`src/rtl/pmac_pkg.sv`:
```
// Shared constants, types and saturation helpers for the pointwise MAC tile.
`default_nettype none
package pmac_pkg;

  localparam int TILE_PIXELS  = 256;
  localparam int OUT_CHANNELS = 16;
  localparam int IN_GROUP     = 4;
  localparam int DATA_WIDTH   = 16;
  localparam int ACC_WIDTH    = 32;

  // fixed field widths of the stream beats
  localparam int PIX_W   = 8;
  localparam int OC_W    = 4;
  localparam int IC_W    = 2;
  localparam int SHIFT_W = 4;

  localparam int PIX_AW = (TILE_PIXELS > 1) ? $clog2(TILE_PIXELS) : 1;
  localparam int IGW    = (IN_GROUP > 1) ? $clog2(IN_GROUP) : 1;
  localparam int CHW    = (OUT_CHANNELS > 1) ? $clog2(OUT_CHANNELS) : 1;
  localparam int PROD_W = 2 * DATA_WIDTH;
  localparam int DOT_W  = PROD_W + IGW;
  localparam int SUM_W  = ((DOT_W > ACC_WIDTH) ? DOT_W : ACC_WIDTH) + 1;

  localparam logic OP_WEIGHT = 1'b0;
  localparam logic OP_PIXEL  = 1'b1;

  typedef logic signed [DATA_WIDTH-1:0] data_t;
  typedef logic signed [ACC_WIDTH-1:0]  acc_t;
  typedef logic signed [PROD_W-1:0]     prod_t;
  typedef logic signed [DOT_W-1:0]      dot_t;
  typedef logic signed [SUM_W-1:0]      sum_t;

  // per-cycle control shared by all lanes
  typedef struct packed {
    logic              adv;      // pipeline moves this cycle
    logic [PIX_AW-1:0] rd_addr;  // accumulator read for the incoming beat
    logic              wr_en;    // last stage writes back
    logic [PIX_AW-1:0] wr_addr;
    logic              clear;    // last stage starts from zero
    logic [2:0]        fwd;      // bypass from write history, newest first
  } lane_ctl_t;

  function automatic acc_t sat_acc(input sum_t v);
    logic [SUM_W-ACC_WIDTH:0] top;
    top = v[SUM_W-1:ACC_WIDTH-1];
    if (&top || ~|top) return v[ACC_WIDTH-1:0];
    return v[SUM_W-1] ? {1'b1, {(ACC_WIDTH-1){1'b0}}} : {1'b0, {(ACC_WIDTH-1){1'b1}}};
  endfunction

  function automatic data_t sat_data(input acc_t v);
    logic [ACC_WIDTH-DATA_WIDTH:0] top;
    top = v[ACC_WIDTH-1:DATA_WIDTH-1];
    if (&top || ~|top) return v[DATA_WIDTH-1:0];
    return v[ACC_WIDTH-1] ? {1'b1, {(DATA_WIDTH-1){1'b0}}} : {1'b0, {(DATA_WIDTH-1){1'b1}}};
  endfunction

endpackage
`default_nettype wire

```
`src/rtl/pmac_merge.sv`:
```
// Output serializer: takes all lane sums of a pixel and sends them one beat per channel.
`default_nettype none
module pmac_merge (
  input  wire                          clk,
  input  wire                          rst,
  input  wire                          load,
  input  wire  [pmac_pkg::PIX_W-1:0]   load_pixel,
  input  pmac_pkg::data_t              sums [pmac_pkg::OUT_CHANNELS],
  output logic                         load_ready,
  output logic                         m_tvalid,
  input  wire                          m_tready,
  output logic [31:0]                  m_tdata,   // out_pixel, out_channel, sum_value, pad
  output logic                         m_tlast
);
  import pmac_pkg::*;

  localparam logic [CHW-1:0] CH_LAST = CHW'(OUT_CHANNELS - 1);

  data_t             buf_sum [OUT_CHANNELS];
  logic [PIX_W-1:0]  buf_pixel;
  logic [CHW-1:0]    cnt;
  logic              busy;
  logic              at_last;

  assign at_last    = (cnt == CH_LAST);
  assign load_ready = !busy || (at_last && m_tready);
  assign m_tvalid   = busy;
  assign m_tlast    = at_last;
  assign m_tdata    = {4'd0, buf_sum[cnt], OC_W'(cnt), buf_pixel};

  always_ff @(posedge clk) begin
    if (rst) begin
      busy <= 1'b0;
      cnt  <= '0;
    end else if (load) begin
      busy <= 1'b1;
      cnt  <= '0;
    end else if (busy && m_tready) begin
      if (at_last) begin
        busy <= 1'b0;
      end else begin
        cnt <= cnt + 1'b1;
      end
    end
  end

  always_ff @(posedge clk) begin
    if (load) begin
      buf_pixel <= load_pixel;
      for (int c = 0; c < OUT_CHANNELS; c++) begin
        buf_sum[c] <= sums[c];
      end
    end
  end

endmodule
`default_nettype wire

```
`config.mk`:
```
export PLATFORM = sky130hd
export DESIGN_NAME = pmac_merge
export DESIGN_NICKNAME = d
export VERILOG_FILES = /design/src/rtl/pmac_pkg.sv /design/src/rtl/pmac_merge.sv
export SDC_FILE = /design/constraint.sdc
export NUM_CORES = 1
export LEC_CHECK = 0
export ABC_AREA = 1
export BUFFER_PORTS_ARGS = -buffer_cell sky130_fd_sc_hd__buf_4
export CAP_MARGIN = 20
export CORE_UTILIZATION = 49
export CTS_BUF_LIST = sky130_fd_sc_hd__clkbuf_8
export DETAILED_ROUTE_END_ITERATION = 12
export PLACE_DENSITY = 0.78
export SLEW_MARGIN = 20
export SYNTH_ARGS = -nofsm -noshare
export SYNTH_HDL_FRONTEND = slang
export SYNTH_SLANG_ARGS = --single-unit
export TNS_END_PERCENT = 30
```
`constraint.sdc`:
```
create_clock -name clk -period 1.4 [get_ports clk]
set_clock_uncertainty 0.15 [all_clocks]
set_input_delay 0.14 -clock clk [delete_from_list [all_inputs] [get_ports clk]]
set_output_delay 0.14 -clock clk [all_outputs]
set_load 0.1 [all_outputs]
```
## After elaboration in Yosys (flattened, before gate mapping)

Memory sizes are Yosys's and may differ from the RTL's. A register that Yosys moved wholly into a read port is not among the register bits.
Cells that the tools add are included.

| storage, ports and cells | value |
|---|---|
| bits in writable memories | 256 |
| register bits after elaboration | 13 |
| output and inout bits | 35 |
| bits of input ports | 268 |
| memories | 1 |
| logic and storage cells | 23 |

Memory list:

| memory | words | bits a word | rd ports | clocked after Yosys merged registers in | wr ports | RTL line | text |
|---|---|---|---|---|---|---|---|
| buf_sum | 16 | 16 | 1 | 1 | 16 | pmac_merge.sv:19 | `data_t buf_sum [OUT_CHANNELS];` |

| cells by class | value |
|---|---|
| bitwise logic cells | 1 |
| eq/ne operators | 1 |
| mux-type cells | 7 |
| add/sub/neg operators | 1 |
| reductions and logical operators | 9 |

Operator list:

| cell | count |
|---|---|
| 4-bit 2-to-1 mux | 2 |
| 1-bit 2-to-1 mux | 5 |
| 4-bit by 1-bit adder with 4-bit output (second input constant) | 1 |
| 4-bit equality test (second input constant) | 1 |
| 2-bit AND reduction | 2 |
| 2-bit nonzero test | 2 |
| 1-bit logical AND | 2 |
| 2-bit OR reduction | 1 |
| 1-bit zero test | 1 |
| 1-bit logical OR | 1 |
| 1-bit inverter | 1 |

## Depth between registers and ports, before layout

Gate-level depths: netlist of the first run.

| logic depth | value |
|---|---|
| depth after elaboration | 5 |
| depth in mapped cells | 9 |
| mapped depth without buffers | 7 |

## Worst setup path after synthesis of the first run

Ideal clock, no wire load.

| path | value |
|---|---|
| path kind | reg-to-reg |
| from | reg cnt[1] |
| to | reg busy, in the netlist m_tvalid |
| arrival | 2.997 ns |
| data required time | 1.088 ns |
| setup slack | -1.909 ns |
| cell stages (with the launch flop) | 7 |
| cell sequence | dfxtp_1 > ha_1 > nand3_1 > inv_1 > nand2_1 > nand2_1 > a21oi_1 |

| on the way | value |
|---|---|
| longest elaborated chain between the ends | 3 |

Ends and longest elaborated chain:

| item | RTL line | text |
|---|---|---|
| start, declared | pmac_merge.sv:21 | `logic [CHW-1:0] cnt;` |
| start signal, assigned | pmac_merge.sv:42 | `cnt <= cnt + 1'b1;` |
| 4-bit equality test | pmac_merge.sv:25 | `assign at_last = (cnt == CH_LAST);` |
| via m_tlast | pmac_merge.sv:13 | `output logic m_tlast` |
| 2-bit nonzero test (no line) | -- |  |
| 2-bit AND reduction (no line) | -- |  |
| end signal, assigned | pmac_merge.sv:33 | `busy <= 1'b0;` |
| end signal, assigned | pmac_merge.sv:36 | `busy <= 1'b1;` |
| end signal, assigned | pmac_merge.sv:40 | `busy <= 1'b0;` |
| end, declared | pmac_merge.sv:22 | `logic busy;` |

The timed path passes the listed nets, and every way through them passes these cells.
A chain may end at the register's enable or synchronous reset.

==> results of run 1 <==
==> cells by family after synthesis <==
kind of cell               count (synthesis)  share of synthesized area (%)
AOI/OAI and AO/OA                         10                          0.454
xor gates and xnor gates                   1                         0.0758
adders and majority gates                  1                          0.108
buffers and inverters                    258                           9.55
DFF                                      273                           70.1
other                                      1                         0.0324
and+or+nand+nor                          541                           19.7
==> sequential cells by signal, summed over array words and instances, names as in the netlist, named ones only <==
| register | flops |
|---|---|
| buf_pixel | 8 |
| buf_sum | 256 |
| cnt | 4 |
| m_tvalid | 1 |
==> worst max-delay path, stage by stage (launching register included) <==
cell and delay, ps:
dfxtp_4 470, buf_12 170, buf_16 160, nand2_1 80, nand2_1 110, nand2_1 100
nand3_2 120, nand3_2 110, nand2_2 100, buf_12 170
==> through the flow <==
stage	total power, mW	utilization, %	cell area [µm²]	hold slack, ps
floorplan	11.2	-	11600	43.3
global placement	12.4	63.6	14600	168
detailed placement	12.5	63.6	14600	169
CTS	19.6	82.8	19000	-279
global route	20.6	83.7	19200	-259
finish	20.0	83.7	19200	-245
==> cell type report <==
cell class                 instances  share of cell area, %
clock inverter                    29                  0.613
timing repair buffer             639                   32.3
tap                              313                   2.04
clock buffer                      49                   3.51
antenna                            6                 0.0782
inverter                         203                   4.03
sequential                       273                   42.4
multi-input combinational        557                   15.1
==> worst max path at each step <==
stage | start | endpoint | cells past startpoint
after detailed placement | register | m_tdata[16] | 6
after floorplan | cnt[1] | m_tvalid | 6
final | register | m_tdata[18] | 9
after CTS | register | m_tdata[16] | 8
after global routing | register | m_tdata[18] | 9
after global placement | register | m_tdata[13] | 9
==> what timing repair did <==
| item | CTS | global route |
|---|---|---|
| pin swaps | 32 | 10 |
| buffers inserted | 7 | 3 |
| endpoints found under the setup margin | 31 | 37 |
| resized for setup | 177 | 25 |
| cloned | 4 | 3 |
| endpoints found under the hold margin | 294 | 1 |
==> cells in the mapped netlist <==
| cell type | instances | share of area (%) |
|---|---|---|
| inv_2 | 2 | 0.065 |
| ha_1 | 1 | 0.11 |
| a21oi_1 | 5 | 0.22 |
| a31oi_1 | 2 | 0.11 |
| buf_4 | 24 | 1.6 |
| inv_1 | 201 | 6.5 |
| buf_2 | 19 | 0.82 |
| edfxtp_1 | 264 | 69 |
| nand2_1 | 342 | 11 |
| nor2_1 | 5 | 0.16 |
| buf_1 | 2 | 0.065 |
| o21ai_0 | 3 | 0.13 |
| buf_6 | 3 | 0.29 |
| nand3_1 | 194 | 8.4 |
| dfxtp_1 | 9 | 1.6 |
| clkbuf_1 | 7 | 0.23 |
| conb_1 | 1 | 0.032 |
| xnor2_1 | 1 | 0.076 |
==> power by group through the flow <==
stage / registers (mW) / logic (mW) / clock network (mW)
after CTS: 9.85 / 3.39 / 6.35
after global placement: 9.98 / 2.43 / 0
after global routing: 9.94 / 3.78 / 6.86
final: 9.89 / 3.62 / 6.52
after floorplan: 10.1 / 1.10 / 0
after detailed placement: 10.0 / 2.45 / 0
==> routing by layer <==
layer | track usage (%) | share of wire [%]
met1 | 38.9 | 33
met2 | 65.5 | 50
met3 | 9.14 | 10
met4 | 22.3 | 6.5
met5 | 0 | 0
==> results by group, run 1 <==
Worst setup path
  – Worst Setup End Kind: output port
  – Critical Path Fanout Max: 12
  – Critical path data required time: 1110 ps
  – Critical Path AT: 2150 ps
  – Kind of critical path: reg -> out
  – Crit start category: register
  – Reg2reg start: cnt[1]
  – FF-to-FF setup slack: 100 ps
  – R2R cell count: 6
  – Terminus of the critical flop-to-flop path: cnt[2]

Clock tree
  – Clk_lat worst skew: 550 ps
  – Clock buffer depth: 3
  – TritonCTS clock tree: yes
  – Num CTS Buffers: 46
  – Root Buffer: clkbuf_8
  – Clock Pin Slew Worst Setup and Hold Paths: 70 ps
  – Hold buffer count at CTS: 266
  – H-tree depth: 2
  – Clock sinks: 273

Yosys
  – Sequential share of the synthesized area: 70.1%
  – FF+latch count, synth: 273
  – Post-synth cell types: 18
  – Mapped Area: 11600 µm²
  – Warning count from the yosys run: 0
  – Post-Syn Instances: 1085
  – Syn Area/Cell: 10.7 µm²

Timing
  – Final period util: 174%
  – Worst setup margin: -1040 ps
  – Final setup vio count: 31
  – Final-report hold violation count: 1
  – Fin crit period: 2440 ps
  – Hold_ws: -245 ps
  – RSZ-0062 raised after global routing: yes
  – Final Max Slew Viols: 0
  – TNS Setup: -16500 ps
  – Achievable frequency: 0.410 GHz

Floorplan
  – Die area: 24200 µm²
  – Die Y: 156 µm
  – CORE AREA: 22900 µm²
  – # IOs: 303
  – DIE WIDTH: 156 µm
  – Initial Util: 50.5%
  – Number of cell rows: 55

Hold path
  – Worst hold path class: in -> reg
  – Min-delay src: m_tready
  – Hold Path Depth: 4
  – Hold Path Sink: m_tvalid

Layout
  – Fillers: 1093
  – Share of layout cells above drive strength 1: 30.3%
  – Fin nets: 1989
  – Area occupied by multi-input gates: 2900 µm²
  – Commonest non-fill, non-tap cells in the layout: nand2_1, buf_4, dlygate4sd3_1
  – Layout Cells excl Fill: 2069
  – Commonest non-fill, non-tap cell in the layout: nand2_1
  – Seq. cell area: 8130 µm²
  – Area delta synth->final: 66.0%

Drt
  – DR pass1 iterations: 5
  – Drt total wl: 45.0 mm
  – DR DRC count: 0
  – Vias: 11041
  – Wire length per cell: 21.8 µm
  – DR iter-0 viols: 1221
  – Vias per cell: 5.34
  – Remaining antenna violation count: 0

Placement
  – Count of input and output buffers: 298
  – DPL Wire Length: 23.0 mm
  – Post-placement cell count: 1702
  – Gp weighted congestion: 0.897
  – Pre-CTS setup slack: -565 ps

Power and ir drop
  – Seq pwr share: 49.4%
  – Psw: 5.50 mW
  – Switching Fraction: 27.5%
  – Combinational share of power: 18.1%
  – Leakage Power: 8.75 nW
  – Peak supply drop: 0.892 mV
  – PD cells: 1040 nW/µm²
  – Internal power: 14.5 mW
  – Clock Power Share: 32.5%

Run status
  – Failing checks: negative hold slack, negative setup slack
  – Status: finished with violations

Global route
  – Largest net degree at the start of global routing: 56
  – First-pass GRT wire length: 64.9 mm
  – Total Routing Usage GR: 36.6%
  – Initial antenna violation count: 3
  – Number of global-route vias before repair: 11708
  – Total gr overflow: 0

Run
  – Max-Cap Viols: 0
Power figures use the tool's default switching activity.
==> inputs of run 2 (changes only) <==
GPL_TIMING_DRIVEN = 0   (was not set)
==> run 2 against run 1 <==
  * The flow still finishes with violations (negative hold slack, negative setup slack)
  * Die area is the same
  * Fmax grew 2.8%
  * Register-to-register slack lost 250 ps
  * Sequential power is essentially flat
  * Final area shrank 0.83%
  * First-iteration DRC count shrank 11%
  * Non-clock buffer count shrank 12
  * Critical path depth is the same
  * Total power grew 0.90%
  * Sequential share of layout area grew 0.35 points
  * Flip-flop and latch count is the same
  * Largest power group unchanged
==> results by group, run 2 (synthesis gave the netlist of run 1 again) <==
Worst setup path
  – Max stage delay on crit path: 390 ps (was 470 ps)
  – FF-to-FF setup slack: -150 ps (was 100 ps)
  – Reg2reg start: cnt[1] (unchanged)
  – Crit. path cell count: 9 (unchanged)
  – CP top delay family: simple AND/OR/NAND/NOR gates (unchanged)
  – CP max-delay cell: dfxtp_4 (unchanged)
  – Critical Path Fanout Max: 10 (was 12)
  – Critical Path AT: 2080 ps (was 2150 ps)
  – CP Buf/Inv Count: 3 (unchanged)
  – R2R cell count: 5 (was 6)
  – Most used cell, CP: nand2_1 (unchanged)
  – CP Capture Point: m_tdata[15] (was m_tdata[18])
  – Crit start category: register (unchanged)
  – Worst Setup End Kind: output port (unchanged)
  – Cells along the critical path: buf_12 -> buf_8 -> nand2_1 -> nand2_1 -> nand2_1 -> nand3_1 -> nand3_2 -> nand2_2 -> buf_12 (was buf_12 -> buf_16 -> nand2_1 -> nand2_1 -> nand2_1 -> nand3_2 -> nand3_2 -> nand2_2 -> buf_12)
  – Kind of critical path: reg -> out (unchanged)
  – Critical path data required time: 1110 ps (about the same)

Floorplan
  – # IOs: 303 (unchanged)
  – Die Y: 156 µm (unchanged)
  – DIE WIDTH: 156 µm (unchanged)
  – CORE AREA: 22900 µm² (unchanged)
  – Initial Util: 50.5% (unchanged)
  – Die area: 24200 µm² (unchanged)
  – Number of cell rows: 55 (unchanged)

Drt
  – Vias per cell: 5.29 (was 5.34)
  – Remaining antenna violation count: 0 (unchanged)
  – Wire length per cell: 21.8 µm (about the same)
  – Drt total wl: 44.9 mm (was 45.0 mm)
  – Vias: 10880 (was 11041)
  – DR DRC count: 0 (unchanged)
  – DR pass1 iterations: 6 (was 5)
  – DR iter-0 viols: 1091 (was 1221)

Placement
  – Gp weighted congestion: 0.835 (was 0.897)
  – Count of input and output buffers: 298 (unchanged)
  – DPL Wire Length: 24.1 mm (was 23.0 mm)

Timing
  – Rel. slew slack: 60.5%
  – Achievable frequency: 0.422 GHz (was 0.410 GHz)
  – Final setup vio count: 38 (was 31)
  – Slew @ Worst Pin: 592 ps
  – Worst setup margin: -972 ps (was -1040 ps)
  – Final-report hold violation count: 53 (was 1)
  – Final Max Slew Viols: 0 (unchanged)
  – Hold_ws: -119 ps (was -245 ps)
  – RSZ-0062 raised after global routing: yes (unchanged)
  – Fin crit period: 2370 ps (was 2440 ps)
  – Final period util: 169% (was 174%)
  – TNS Setup: -16430 ps (was -16500 ps)

Layout
  – Area occupied by multi-input gates: 2940 µm² (was 2900 µm²)
  – Biggest regs: buf_sum (256), buf_pixel (8), cnt (4) (unchanged)
  – Fin util: 83.1% (was 83.7%)
  – Commonest non-fill, non-tap cell in the layout: nand2_1 (unchanged)
  – Most flop-heavy register: buf_sum (unchanged)
  – Commonest non-fill, non-tap cells in the layout: nand2_1, buf_4, dlygate4sd3_1 (unchanged)
  – Seq. cell area: 8130 µm² (about the same)
  – Max FFs per register: 256 (unchanged)
  – Area delta synth->final: 64.6% (was 66.0%)
  – Fin nets: 1976 (was 1989)
  – Share of layout cells above drive strength 1: 30.7% (was 30.3%)
  – Fillers: 1121 (was 1093)

Clock tree
  – Clock sinks: 273 (unchanged)
  – H-tree depth: 2 (unchanged)
  – Clk_lat worst skew: 540 ps (was 550 ps)
  – Num CTS Buffers: 45 (was 46)
  – TritonCTS clock tree: yes (unchanged)
  – Clock Pin Slew Worst Setup and Hold Paths: 70 ps (about the same)
  – Root Buffer: clkbuf_8 (unchanged)
  – Clock buffer depth: 3 (unchanged)
  – Hold buffer count at CTS: 267 (was 266)

Run
  – Max-Cap Viols: 0 (unchanged)

Run status
  – Status: finished with violations (unchanged)
  – Failing checks: negative hold slack, negative setup slack (unchanged)

Global route
  – Number of global-route vias before repair: 11589 (was 11708)
  – Met3 Use GR: 6.94% (was 9.14%)
  – Total gr overflow: 0 (unchanged)
  – Largest net degree at the start of global routing: 108 (was 56)
  – Met2 usage: 66.5% (was 65.5%)
  – Total Routing Usage GR: 36.4% (was 36.6%)
  – Gr busiest metal: met2 (unchanged)
  – Initial antenna violation count: 2 (was 3)
  – Met1 Usage GRT: 39.5% (was 38.9%)
  – First-pass GRT wire length: 64.4 mm (was 64.9 mm)

Power and ir drop
  – Leakage Power: 8.68 nW (was 8.75 nW)
  – PD cells: 1060 nW/µm² (was 1040 nW/µm²)
  – Peak supply drop: 1.03 mV (was 0.892 mV)

Hold path
  – Worst hold path class: in -> reg (unchanged)
==> run 2: cell count changes in the layout (fill, tap and decap cells not counted), moves of 6 or more <==
cell,change
buf_12,-15
nand3_1,-7
buf_8,+12
buf_6,+7
nand3_2,+6
nand2_1,-8
nand2_4,-6
buf_4,-24
nand2_2,+14
==> run 2: worst min path at each step <==
| stage | to | cells past startpoint | slack, ps | start |
|---|---|---|---|---|
| after CTS | buf_pixel[7] | 1 | -130 | load |
| after detailed placement | m_tvalid | 2 | 150 | rst |
| after global placement | m_tvalid | 2 | 150 | rst |
| after floorplan | m_tvalid | 1 | 40 | rst |
| final | buf_sum[4][10] | 1 | -120 | load |
| after global routing | buf_pixel[7] | 1 | -110 | load |
==> run 2: routing by layer <==
| layer | routed length (µm) | vias up | share of wire (%) |
|---|---|---|---|
| met4 | 2700 | 0 | 6.0 |
| met1 | 14800 | 5190 | 33 |
| met5 | 0 | - | 0 |
| met3 | 4120 | 189 | 9.2 |
| met2 | 23300 | 733 | 52 |
| li1 | - | 4768 | - |
==> run 2: repair_timing <==
| action | 4_1_cts | 5_1_grt |
|---|---|---|
| hold endpoints to repair | 326 | 53 |
| setup buffers | 3 | 0 |
| setup endpoints to repair | 32 | 39 |
| resized for setup | 241 | 41 |
| cloned | 2 | 0 |
| pin swaps | 19 | 11 |
==> run 2: area by class of cell <==
cell class,count,share of cell area [%]
flip-flops and latches,273,42.7
repair buffers,572,28.2
multi-input cells,557,15.4
inverters,203,4.08
clock buffers,50,3.62
plain buffers,55,3.11
well taps,313,2.06
clock inverters,32,0.795
diodes,2,0.0263
==> run 2: stage by stage <==
step                      hold WS, ps  cell area [µm²]  power (mW)  setup slack [ps]  std cells
after floorplan                  43.3            11600        11.2              -586       1088
after global placement            147            14300        12.3             -2130       1699
after detailed placement          150            14300        12.4              -893       1701
after CTS                        -130            18900        19.8              -906       2055
after global routing             -107            19000        20.7              -971       2057
final                            -119            19000        20.2              -972       2057
==> run 2: report_power, final <==
group / internal, mW / total (mW) / switching, mW
sequential: 9.66 / 9.88 / 0.223
clock: 3.45 / 6.75 / 3.31
combinational: 1.64 / 3.57 / 1.93
